<file path="config.mk">
export PLATFORM = sky130hd
export DESIGN_NAME = message_list_store_with_dedup_top
export DESIGN_NICKNAME = d
export VERILOG_FILES = /design/src/msld_pkg.sv /design/src/msld_cell.sv /design/src/message_list_store_with_dedup_top.sv
export SDC_FILE = /design/constraint.sdc
export NUM_CORES = 2
export LEC_CHECK = 0
export BUFFER_PORTS_ARGS = -buffer_cell sky130_fd_sc_hd__buf_4
export CORE_MARGIN = 1.5
export CORE_UTILIZATION = 50
export CTS_CLUSTER_DIAMETER = 60
export DETAILED_ROUTE_END_ITERATION = 16
export PLACE_DENSITY = 0.74
export SYNTH_ARGS = -nofsm -noshare
export SYNTH_HDL_FRONTEND = slang
export SYNTH_HIERARCHICAL = 1
export SYNTH_SLANG_ARGS = --single-unit
export TNS_END_PERCENT = 20
</file>
<file path="constraint.sdc">
create_clock -name clock -period 13.5 [get_ports clock]
set_clock_uncertainty 0.05 [all_clocks]
set_input_delay 0.675 -clock clock [delete_from_list [all_inputs] [get_ports clock]]
set_output_delay 0.675 -clock clock [all_outputs]
set_load 0.05 [all_outputs]
</file>
<file path="src/msld_pkg.sv">
// shared types, codes and helpers of the message list store
package msld_pkg;

   localparam int ENTRIES_DEFAULT = 16;
   localparam int NAME_CHARS      = 6;
   localparam int NAME_W          = 48;
   localparam int NAME_BYTES      = NAME_W / 8;
   localparam int ID_W            = 16;
   localparam int HOPS_W          = 8;
   localparam int STATUS_W        = 8;
   localparam int TAG_W           = 16;
   localparam int SLOT_W          = 8;
   localparam int MODE_W          = 3;
   localparam int OUTCOME_W       = 2;
   localparam int COUNT_W         = 7;
   localparam int CSR_INDEX_W     = 2;
   localparam int CSR_DATA_W      = 48;

   // operation codes of a request
   localparam logic [MODE_W-1:0] MODE_ADD    = 3'd0;
   localparam logic [MODE_W-1:0] MODE_DELETE = 3'd1;
   localparam logic [MODE_W-1:0] MODE_MARK   = 3'd2;
   localparam logic [MODE_W-1:0] MODE_STATUS = 3'd3;
   localparam logic [MODE_W-1:0] MODE_QUERY  = 3'd4;

   // outcome codes
   localparam logic [OUTCOME_W-1:0] OUTCOME_DONE = 2'd0;
   localparam logic [OUTCOME_W-1:0] OUTCOME_DUP  = 2'd1;
   localparam logic [OUTCOME_W-1:0] OUTCOME_NONE = 2'd2;

   // register indexes
   localparam logic [CSR_INDEX_W-1:0] CSR_LIST_ROLE    = 2'd0;
   localparam logic [CSR_INDEX_W-1:0] CSR_BEEP_ENABLE  = 2'd1;
   localparam logic [CSR_INDEX_W-1:0] CSR_DEF_SENDER   = 2'd2;
   localparam logic [CSR_INDEX_W-1:0] CSR_DEF_RECIPIENT = 2'd3;

   localparam logic [NAME_W-1:0] DEF_SENDER_RESET    = 48'd827020885;
   localparam logic [NAME_W-1:0] DEF_RECIPIENT_RESET = 48'd5000257;

   // stored status codes
   localparam logic [STATUS_W-1:0] STATUS_NONE    = 8'd0;
   localparam logic [STATUS_W-1:0] STATUS_PENDING = 8'd1;

   // cell operations
   localparam logic [2:0] CELL_HOLD       = 3'd0;
   localparam logic [2:0] CELL_LOAD_LEFT  = 3'd1;
   localparam logic [2:0] CELL_LOAD_RIGHT = 3'd2;
   localparam logic [2:0] CELL_CLR_UNREAD = 3'd3;
   localparam logic [2:0] CELL_SET_STATUS = 3'd4;

   typedef struct packed {
      logic [ID_W-1:0]     ident;
      logic [NAME_W-1:0]   sender;
      logic [NAME_W-1:0]   recipient;
      logic [HOPS_W-1:0]   hops_start;
      logic [HOPS_W-1:0]   hops_left;
      logic [STATUS_W-1:0] status;
      logic [TAG_W-1:0]    text_tag;
   } msg_data_type;

   typedef struct packed {
      logic         valid;
      logic         unread;
      msg_data_type data;
   } entry_type;

   typedef struct packed {
      logic [2:0]          op;
      logic [STATUS_W-1:0] new_status;
   } cell_ctrl_type;

   typedef struct packed {
      logic [ID_W-1:0]   ident;
      logic [NAME_W-1:0] sender;
   } match_key_type;

   typedef struct packed {
      logic valid;
      logic dup_hit;
      logic id_hit;
      logic unread_live;
   } cell_stat_type;

   // keep characters up to the first zero byte, at most NAME_CHARS of them
   function automatic logic [NAME_W-1:0] trim_name(input logic [NAME_W-1:0] v);
      logic [NAME_W-1:0] r;
      logic              stop;
      r    = '0;
      stop = 1'b0;
      for (int i = 0; i < NAME_BYTES; i++) begin
         if (i < NAME_CHARS && !stop) begin
            if (v[8*i +: 8] == 8'd0) begin
               stop = 1'b1;
            end else begin
               r[8*i +: 8] = v[8*i +: 8];
            end
         end
      end
      return r;
   endfunction

endpackage

</file>
<file path="src/msld_cell.sv">
// one slot of the message table with its own comparators
module msld_cell (
   input  logic                    clock,
   input  logic                    reset,
   input  msld_pkg::entry_type     left_in,
   input  msld_pkg::entry_type     right_in,
   input  msld_pkg::cell_ctrl_type ctrl,
   input  msld_pkg::match_key_type key,
   output msld_pkg::entry_type     entry_out,
   output msld_pkg::cell_stat_type stat
);

   logic                   valid_ff,  valid_in;
   logic                   unread_ff, unread_in;
   msld_pkg::msg_data_type data_ff,   data_in;

   always_comb begin
      valid_in  = valid_ff;
      unread_in = unread_ff;
      data_in   = data_ff;
      case (ctrl.op)
         msld_pkg::CELL_LOAD_LEFT: begin
            valid_in  = left_in.valid;
            unread_in = left_in.unread;
            data_in   = left_in.data;
         end
         msld_pkg::CELL_LOAD_RIGHT: begin
            valid_in  = right_in.valid;
            unread_in = right_in.unread;
            data_in   = right_in.data;
         end
         msld_pkg::CELL_CLR_UNREAD: begin
            unread_in = 1'b0;
         end
         msld_pkg::CELL_SET_STATUS: begin
            data_in.status = ctrl.new_status;
         end
         default: begin
         end
      endcase
   end

   always_ff @(posedge clock) begin
      if (reset) begin
         valid_ff  <= 1'b0;
         unread_ff <= 1'b0;
      end else begin
         valid_ff  <= valid_in;
         unread_ff <= unread_in;
      end
   end

   always_ff @(posedge clock) begin
      data_ff <= data_in;
   end

   assign entry_out.valid  = valid_ff;
   assign entry_out.unread = unread_ff;
   assign entry_out.data   = data_ff;

   assign stat.valid       = valid_ff;
   assign stat.id_hit      = valid_ff && (data_ff.ident == key.ident);
   assign stat.dup_hit     = valid_ff && (data_ff.ident == key.ident)
                             && (data_ff.sender == key.sender);
   assign stat.unread_live = valid_ff && unread_ff;

endmodule

</file>
<file path="src/message_list_store_with_dedup_top.sv">
// top level of the newest-first message table with duplicate drop
// ---------------------------------------------------------------------------
// newest-first message table of ENTRIES slots, built as a row of cells that
// each hold one entry and compare it against the request on their own. an
// add shifts every cell one place towards the end (the oldest falls off) and
// loads the new entry into slot 0; a delete pulls every cell at or after the
// slot one place back and clears the last one. in inbox role an add whose
// nonzero id and sender match a valid entry is dropped with outcome 1. empty
// names are replaced by the configured defaults, cut to NAME_CHARS
// characters. one transaction is handled at a time: names are trimmed and the
// request captured at acceptance, then the cell update is registered, then
// the unread summary and the count are registered into the result registers
// and the result is offered; the next request is taken in the cycle after
// the result is taken, so a transaction is also held up by every cycle that
// rsp_stall holds the result. the user must write the csr port only while no
// transaction is in flight; the block itself does not enforce this. valid
// entries always form a prefix of the table, so the entry count is kept in a
// counter of its own
// ---------------------------------------------------------------------------
module message_list_store_with_dedup_top #(
   parameter int ENTRIES = msld_pkg::ENTRIES_DEFAULT
) (
   input  logic                                clock,
   input  logic                                reset,
   // request channel
   input  logic                                req_valid,
   output logic                                req_stall,
   input  logic [msld_pkg::MODE_W-1:0]         req_mode,
   input  logic [msld_pkg::ID_W-1:0]           req_msg_id,
   input  logic [msld_pkg::NAME_W-1:0]         req_sender,
   input  logic [msld_pkg::NAME_W-1:0]         req_recipient,
   input  logic [msld_pkg::HOPS_W-1:0]         req_hops_start,
   input  logic [msld_pkg::HOPS_W-1:0]         req_hops_left,
   input  logic                                req_is_unread,
   input  logic [msld_pkg::TAG_W-1:0]          req_text_tag,
   input  logic [msld_pkg::SLOT_W-1:0]         req_slot,
   input  logic [msld_pkg::STATUS_W-1:0]       req_new_status,
   // result channel
   output logic                                rsp_valid,
   input  logic                                rsp_stall,
   output logic [msld_pkg::OUTCOME_W-1:0]      rsp_outcome,
   output logic [msld_pkg::COUNT_W-1:0]        rsp_entry_count,
   output logic                                rsp_any_unread,
   output logic                                rsp_beep_request,
   output logic                                rsp_display_refresh,
   // configuration port
   input  logic                                csr_write,
   input  logic [msld_pkg::CSR_INDEX_W-1:0]    csr_index,
   input  logic [msld_pkg::CSR_DATA_W-1:0]     csr_wdata
);

   localparam int CNT_W = $clog2(ENTRIES + 1);
   localparam int SW    = msld_pkg::SLOT_W + 1;

   // sequencer codes
   localparam logic [1:0] ST_IDLE = 2'd0;
   localparam logic [1:0] ST_EXEC = 2'd1;
   localparam logic [1:0] ST_SUM  = 2'd2;
   localparam logic [1:0] ST_RESP = 2'd3;

   logic [1:0] state_ff, state_in;

   // configuration registers
   logic                          role_ff;
   logic                          beep_en_ff;
   logic [msld_pkg::NAME_W-1:0]   def_sender_ff;
   logic [msld_pkg::NAME_W-1:0]   def_recipient_ff;

   // captured transaction
   logic [msld_pkg::MODE_W-1:0]   mode_ff;
   logic [msld_pkg::SLOT_W-1:0]   slot_ff;
   logic [msld_pkg::STATUS_W-1:0] new_status_ff;
   msld_pkg::entry_type           new_entry_ff, new_entry_in;

   logic [CNT_W-1:0]              count_ff, count_in;

   // result registers
   logic                          rsp_valid_ff;
   logic [msld_pkg::OUTCOME_W-1:0] outcome_ff, outcome_in;
   logic                          beep_ff, beep_in;
   logic                          refresh_ff, refresh_in;
   logic                          any_unread_ff;
   logic [msld_pkg::COUNT_W-1:0]  count_out_ff;

   // cell row
   msld_pkg::entry_type           cell_entry [ENTRIES];
   msld_pkg::cell_stat_type       cell_stat  [ENTRIES];
   msld_pkg::cell_ctrl_type       cell_ctrl  [ENTRIES];
   msld_pkg::match_key_type       key;

   logic [ENTRIES-1:0]            dup_vec;
   logic [ENTRIES-1:0]            id_vec;
   logic [ENTRIES-1:0]            first_id;
   logic [ENTRIES-1:0]            unread_vec;

   logic                          req_take;
   logic                          rsp_take;
   logic                          dup;
   logic                          del_ok;
   logic                          slot_in_range;
   logic [msld_pkg::NAME_W-1:0]   snd_trim, rcp_trim;

   assign req_take = req_valid && !req_stall;
   assign rsp_take = rsp_valid_ff && !rsp_stall;
   assign req_stall = (state_ff != ST_IDLE);

   // ---------------- configuration ----------------
   always_ff @(posedge clock) begin
      if (reset) begin
         role_ff          <= 1'b0;
         beep_en_ff       <= 1'b1;
         def_sender_ff    <= msld_pkg::DEF_SENDER_RESET;
         def_recipient_ff <= msld_pkg::DEF_RECIPIENT_RESET;
      end else if (csr_write) begin
         case (csr_index)
            msld_pkg::CSR_LIST_ROLE:     role_ff          <= csr_wdata[0];
            msld_pkg::CSR_BEEP_ENABLE:   beep_en_ff       <= csr_wdata[0];
            msld_pkg::CSR_DEF_SENDER:    def_sender_ff    <= csr_wdata;
            msld_pkg::CSR_DEF_RECIPIENT: def_recipient_ff <= csr_wdata;
            default: begin
            end
         endcase
      end
   end

   // ---------------- capture: trim names and build the new entry ----------------
   always_comb begin
      snd_trim = msld_pkg::trim_name(req_sender);
      if (snd_trim == '0) begin
         snd_trim = msld_pkg::trim_name(def_sender_ff);
      end
      rcp_trim = msld_pkg::trim_name(req_recipient);
      if (rcp_trim == '0) begin
         rcp_trim = msld_pkg::trim_name(def_recipient_ff);
      end
      new_entry_in.valid           = 1'b1;
      // outbox entries are never unread
      new_entry_in.unread          = !role_ff && req_is_unread;
      new_entry_in.data.ident      = req_msg_id;
      new_entry_in.data.sender     = snd_trim;
      new_entry_in.data.recipient  = rcp_trim;
      new_entry_in.data.hops_start = req_hops_start;
      new_entry_in.data.hops_left  = req_hops_left;
      new_entry_in.data.status     = role_ff ? msld_pkg::STATUS_PENDING
                                             : msld_pkg::STATUS_NONE;
      new_entry_in.data.text_tag   = req_text_tag;
   end

   always_ff @(posedge clock) begin
      if (req_take) begin
         mode_ff       <= req_mode;
         slot_ff       <= req_slot;
         new_status_ff <= req_new_status;
         new_entry_ff  <= new_entry_in;
      end
   end

   // ---------------- cell row ----------------
   assign key.ident  = new_entry_ff.data.ident;
   assign key.sender = new_entry_ff.data.sender;

   genvar g;
   generate
      for (g = 0; g < ENTRIES; g++) begin : g_cell
         msld_pkg::entry_type left_e, right_e;
         if (g == 0) begin : g_head
            assign left_e = new_entry_ff;
         end else begin : g_mid
            assign left_e = cell_entry[g-1];
         end
         if (g == ENTRIES - 1) begin : g_tail
            // the last slot is cleared when the table compacts
            assign right_e = '0;
         end else begin : g_body
            assign right_e = cell_entry[g+1];
         end

         msld_cell u_cell (
            .clock     (clock),
            .reset     (reset),
            .left_in   (left_e),
            .right_in  (right_e),
            .ctrl      (cell_ctrl[g]),
            .key       (key),
            .entry_out (cell_entry[g]),
            .stat      (cell_stat[g])
         );

         assign dup_vec[g]    = cell_stat[g].dup_hit;
         assign id_vec[g]     = cell_stat[g].id_hit;
         assign unread_vec[g] = cell_stat[g].unread_live;
      end
   endgenerate

   // lowest matching slot wins for a status update
   assign first_id = id_vec & (~id_vec + ENTRIES'(1));

   // an id of zero never counts as a duplicate, and the outbox never checks
   assign dup           = !role_ff && (key.ident != '0) && (|dup_vec);
   assign slot_in_range = {1'b0, slot_ff} < SW'(ENTRIES);
   // valid entries form a prefix, so a slot below the count is occupied
   assign del_ok        = {1'b0, slot_ff} < SW'(count_ff);

   // ---------------- execute: decide the operation of every cell ----------------
   always_comb begin
      outcome_in = msld_pkg::OUTCOME_NONE;
      beep_in    = 1'b0;
      refresh_in = 1'b0;
      count_in   = count_ff;
      for (int k = 0; k < ENTRIES; k++) begin
         cell_ctrl[k].op         = msld_pkg::CELL_HOLD;
         cell_ctrl[k].new_status = new_status_ff;
      end
      if (state_ff == ST_EXEC) begin
         case (mode_ff)
            msld_pkg::MODE_ADD: begin
               if (dup) begin
                  outcome_in = msld_pkg::OUTCOME_DUP;
               end else begin
                  for (int k = 0; k < ENTRIES; k++) begin
                     cell_ctrl[k].op = msld_pkg::CELL_LOAD_LEFT;
                  end
                  outcome_in = msld_pkg::OUTCOME_DONE;
                  refresh_in = 1'b1;
                  beep_in    = new_entry_ff.unread && beep_en_ff;
                  count_in   = count_ff + CNT_W'(count_ff != CNT_W'(ENTRIES));
               end
            end
            msld_pkg::MODE_DELETE: begin
               if (del_ok) begin
                  for (int k = 0; k < ENTRIES; k++) begin
                     if (SW'(k) >= {1'b0, slot_ff}) begin
                        cell_ctrl[k].op = msld_pkg::CELL_LOAD_RIGHT;
                     end
                  end
                  outcome_in = msld_pkg::OUTCOME_DONE;
                  refresh_in = 1'b1;
                  count_in   = count_ff - CNT_W'(1);
               end
            end
            msld_pkg::MODE_MARK: begin
               // also clears the flag of an empty slot
               if (slot_in_range) begin
                  for (int k = 0; k < ENTRIES; k++) begin
                     if (SW'(k) == {1'b0, slot_ff}) begin
                        cell_ctrl[k].op = msld_pkg::CELL_CLR_UNREAD;
                     end
                  end
                  outcome_in = msld_pkg::OUTCOME_DONE;
                  refresh_in = 1'b1;
               end
            end
            msld_pkg::MODE_STATUS: begin
               if (|id_vec) begin
                  for (int k = 0; k < ENTRIES; k++) begin
                     if (first_id[k]) begin
                        cell_ctrl[k].op = msld_pkg::CELL_SET_STATUS;
                     end
                  end
                  outcome_in = msld_pkg::OUTCOME_DONE;
                  refresh_in = 1'b1;
               end
            end
            msld_pkg::MODE_QUERY: begin
               outcome_in = msld_pkg::OUTCOME_DONE;
            end
            default: begin
            end
         endcase
      end
   end

   // ---------------- sequencer ----------------
   always_comb begin
      state_in = state_ff;
      case (state_ff)
         ST_IDLE: if (req_take) state_in = ST_EXEC;
         ST_EXEC: state_in = ST_SUM;
         ST_SUM:  state_in = ST_RESP;
         ST_RESP: if (rsp_take) state_in = ST_IDLE;
         default: state_in = ST_IDLE;
      endcase
   end

   always_ff @(posedge clock) begin
      if (reset) begin
         state_ff     <= ST_IDLE;
         count_ff     <= '0;
         rsp_valid_ff <= 1'b0;
      end else begin
         state_ff <= state_in;
         count_ff <= count_in;
         if (state_ff == ST_SUM) begin
            rsp_valid_ff <= 1'b1;
         end else if (rsp_take) begin
            rsp_valid_ff <= 1'b0;
         end
      end
   end

   // result payload: outcome flags at the cell update, summary in the following cycle
   always_ff @(posedge clock) begin
      if (state_ff == ST_EXEC) begin
         outcome_ff <= outcome_in;
         beep_ff    <= beep_in;
         refresh_ff <= refresh_in;
      end
      if (state_ff == ST_SUM) begin
         any_unread_ff <= |unread_vec;
         count_out_ff  <= msld_pkg::COUNT_W'(count_ff);
      end
   end

   assign rsp_valid           = rsp_valid_ff;
   assign rsp_outcome         = outcome_ff;
   assign rsp_entry_count     = count_out_ff;
   assign rsp_any_unread      = any_unread_ff;
   assign rsp_beep_request    = beep_ff;
   assign rsp_display_refresh = refresh_ff;

endmodule

</file>
==> impl_metrics.xml <==
<?xml version="1.0" encoding="UTF-8"?>
<metrics>
  <group name="clock_network">
    <metric name="post-cts-setup-buffers" unit="">0</metric>
    <metric name="clock_tree_from_tritoncts" unit="">done</metric>
    <metric name="cts-hold-fix-buffers" unit="">0</metric>
    <metric name="cts-root-buf" unit="">clkbuf_16</metric>
    <metric name="clk_transition_reported_paths" unit="ps">60</metric>
    <metric name="clk-insertion-delay-late" unit="ps">760</metric>
    <metric name="cts_made_buffers" unit="">133</metric>
    <metric name="clock_sinks" unit="">1200</metric>
    <metric name="cts-root-to-sink-buffers" unit="">3</metric>
    <metric name="cts_htree_levels" unit="">4</metric>
    <metric name="ctsResizeCount" unit="">0</metric>
  </group>
  <group name="final_layout">
    <metric name="seqCellArea" unit="mm2">0.0351</metric>
    <metric name="syn_to_final_growth" unit="%">10.4</metric>
    <metric name="final-instance-count-excl-fill" unit="">6527</metric>
    <metric name="footprint_of_the_multi_input_gates" unit="mm2">0.0273</metric>
    <metric name="final_nets" unit="">4988</metric>
    <metric name="post_route_cells_drive_above_1_share" unit="%">31.3</metric>
    <metric name="fill_cell_total_of_the_finished_layout" unit="">10300</metric>
  </group>
  <group name="synthesis">
    <metric name="synth_warnings" unit="">6</metric>
    <metric name="syn_inst" unit="">4625</metric>
    <metric name="syn_avg_cell_area" unit="um2">13.8</metric>
    <metric name="syn_area" unit="mm2">0.0640</metric>
  </group>
  <group name="timing">
    <metric name="number_of_setup_violations_in_the_final_report" unit="">0</metric>
    <metric name="least_margin_pin_slew" unit="ps">1430</metric>
    <metric name="fmaxAchievable" unit="MHz">148</metric>
    <metric name="finalMaxSlewViolations" unit="">0</metric>
    <metric name="finalWorstSetupSlack" unit="ps">6760</metric>
    <metric name="final_period_minus_worst_setup_slack" unit="ps">6740</metric>
    <metric name="finalHoldViolations" unit="">0</metric>
    <metric name="totalNegativeSetupSlack" unit="ps">0</metric>
    <metric name="timing.slew.headroom" unit="%">3.67</metric>
    <metric name="grt_setup_unrepaired" unit="">false</metric>
    <metric name="period_utilization" unit="%">49.9</metric>
  </group>
  <group name="power">
    <metric name="power.ir.vdd_worst" unit="mV">0.136</metric>
    <metric name="power_density_over_the_cells" unit="mW/mm2">146</metric>
    <metric name="total_leakage_power" unit="nW">21.6</metric>
  </group>
  <group name="job">
    <metric name="cap_violations" unit="">0</metric>
  </group>
  <group name="floorplanning">
    <metric name="die_area" unit="mm2">0.130</metric>
    <metric name="rows" unit="">131</metric>
    <metric name="floorplan.die.width" unit="um">361</metric>
    <metric name="start_util" unit="%">50.3</metric>
    <metric name="placeable_core_region" unit="mm2">0.127</metric>
    <metric name="die-height" unit="um">361</metric>
    <metric name="ioPinCount" unit="">233</metric>
  </group>
  <group name="placement">
    <metric name="port_buffer_count" unit="">142</metric>
    <metric name="place.detailed.instances" unit="">6282</metric>
    <metric name="gp_congestion" unit="">0.967</metric>
    <metric name="detailedPlace.worstSlack" unit="ps">7130</metric>
    <metric name="hpwlAfterDp" unit="mm">111</metric>
  </group>
  <group name="detailed_routing">
    <metric name="dr.pass1.iters" unit="">8</metric>
    <metric name="post-route-drc-count" unit="">0</metric>
    <metric name="wirelength" unit="mm">158</metric>
    <metric name="drtIter0Drc" unit="">3312</metric>
    <metric name="drt-vias-per-instance" unit="">5.86</metric>
    <metric name="routed_wire_length_per_instance" unit="um">24.3</metric>
    <metric name="num_vias" unit="">38300</metric>
    <metric name="antenna_violating_nets_post_route" unit="">0</metric>
  </group>
  <group name="setup_path">
    <metric name="crit_path_max_fanout" unit="">34</metric>
    <metric name="timing.critical_path.arrival" unit="ps">7190</metric>
    <metric name="kind_of_capture_point_of_the_worst_setup_path" unit="">flop</metric>
    <metric name="start_kind" unit="">flop</metric>
    <metric name="worst_ep_required_time" unit="ps">13950</metric>
    <metric name="setup.worst_path.class" unit="">reg2reg</metric>
  </group>
  <group name="global_route">
    <metric name="first_global_vias" unit="">39700</metric>
    <metric name="grt_first_pass_wirelength" unit="mm">242</metric>
    <metric name="largest_net_degree_at_the_start_of_global_routing" unit="">91</metric>
    <metric name="grt_antenna_before_repair" unit="">7</metric>
    <metric name="globalRouteTotalUtil" unit="%">24.2</metric>
    <metric name="grt-ovfl-total" unit="">0</metric>
  </group>
  <group name="status">
    <metric name="outcome" unit="">finished clean</metric>
  </group>
  <group name="worst_hold_path">
    <metric name="hold_class" unit="">in2reg</metric>
  </group>
</metrics>
-- worst max-delay path, cell delays in order (launching register included) --
cell      delay, ps
edfxtp_1       1040
xnor2_1         200
nand4_1         210
nor4_1         1210
and4_1          340
nor4_1           60
nand4_1         290
a21boi_0        230
nand2_1         390
o21ai_0         390
inv_2           190
nand2_4          80
nor2_4          100
buf_4           480
buf_4           670
mux2_2          410
-- metal layers --
layer / track usage [%] / wire [um] / vias to the layer above
met5: 0 / 12 / -
met4: 8.83 / 5780 / 2
met3: 3.95 / 9380 / 293
met2: 39.8 / 75300 / 1103
met1: 32.2 / 68000 / 19500
li1: - / - / 17300
-- path summary, 6_finish.rpt --
check | start | to | slack, ps | cells after the start
max | g_cell[0].left_e[122] | g_cell[15].u_cell/entry_out[90] | 6760 | 15
min | req_msg_id[1] | g_cell[0].left_e[137] | 50 | 1
max reg2reg | g_cell[0].left_e[122] | g_cell[15].u_cell/entry_out[90] | 6760 | 15
min reg2reg | def_sender_ff[40] | def_sender_ff[40] | 400 | 2
-- where the power goes --
part / total, W / switching (W) / internal (W)
logic: 0.00172 / 0.000878 / 0.000845
registers: 0.00499 / 0.000507 / 0.00448
clock network: 0.00361 / 0.00149 / 0.00212
total: 0.0103 / 0.00288 / 0.00744
-- cell usage in the layout, fill, tap and decap left out, types with 48 or more instances in the layout --
cell type	count
a21oi_1	68
buf_4	223
clkbuf_16	139
conb_1	69
dfxtp_1	90
edfxtp_1	1110
mux2_2	1024
nand2_1	173
nand4_1	247
nor2_1	86
nor4_1	101
o21ai_0	48
xnor2_1	961
xor2_1	65
-- sequential cells by signal, indices dropped and copies added, names as in the netlist --
name	flops
state_ff	2
rsp_valid	1
rsp_any_unread	1
role_ff	1
rsp_beep_request	1
rsp_entry_count	5
beep_en_ff	1
def_sender_ff	48
slot_ff	8
g_cell.u_cell/unread_ff	16
g_cell.u_cell/entry_out	1024
mode_ff	3
g_cell.u_cell/valid_ff	16
g_cell.left_e	65
count_ff	5
rsp_outcome	2
rsp_display_refresh	1
-- final cells by class --
type                       instances  share of cell area (%)
timing repair buffer             223                    2.37
clock inverter                    67                   0.873
antenna                            6                  0.0213
multi-input combinational       3153                    38.7
clock buffer                     172                    5.17
inverter                          44                   0.234
tap                             1662                    2.94
sequential                      1200                    49.7
-- through the flow --
| stage | power (W) | area (um2) | hold WS, ps | util (%) |
|---|---|---|---|---|
| 2_1_floorplan | 0.00623 | 64200 | 386 | - |
| 3_3_place_gp | 0.00673 | 66400 | 394 | 52.2 |
| 3_5_place_dp | 0.00677 | 66400 | 396 | 52.2 |
| 4_1_cts | 0.0104 | 70600 | 1.18 | 55.5 |
| 5_1_grt | 0.0107 | 70600 | 17.9 | 55.5 |
| 6_report | 0.0103 | 70600 | 45.3 | 55.5 |
No activity file was read; power rests on OpenSTA's default activity.
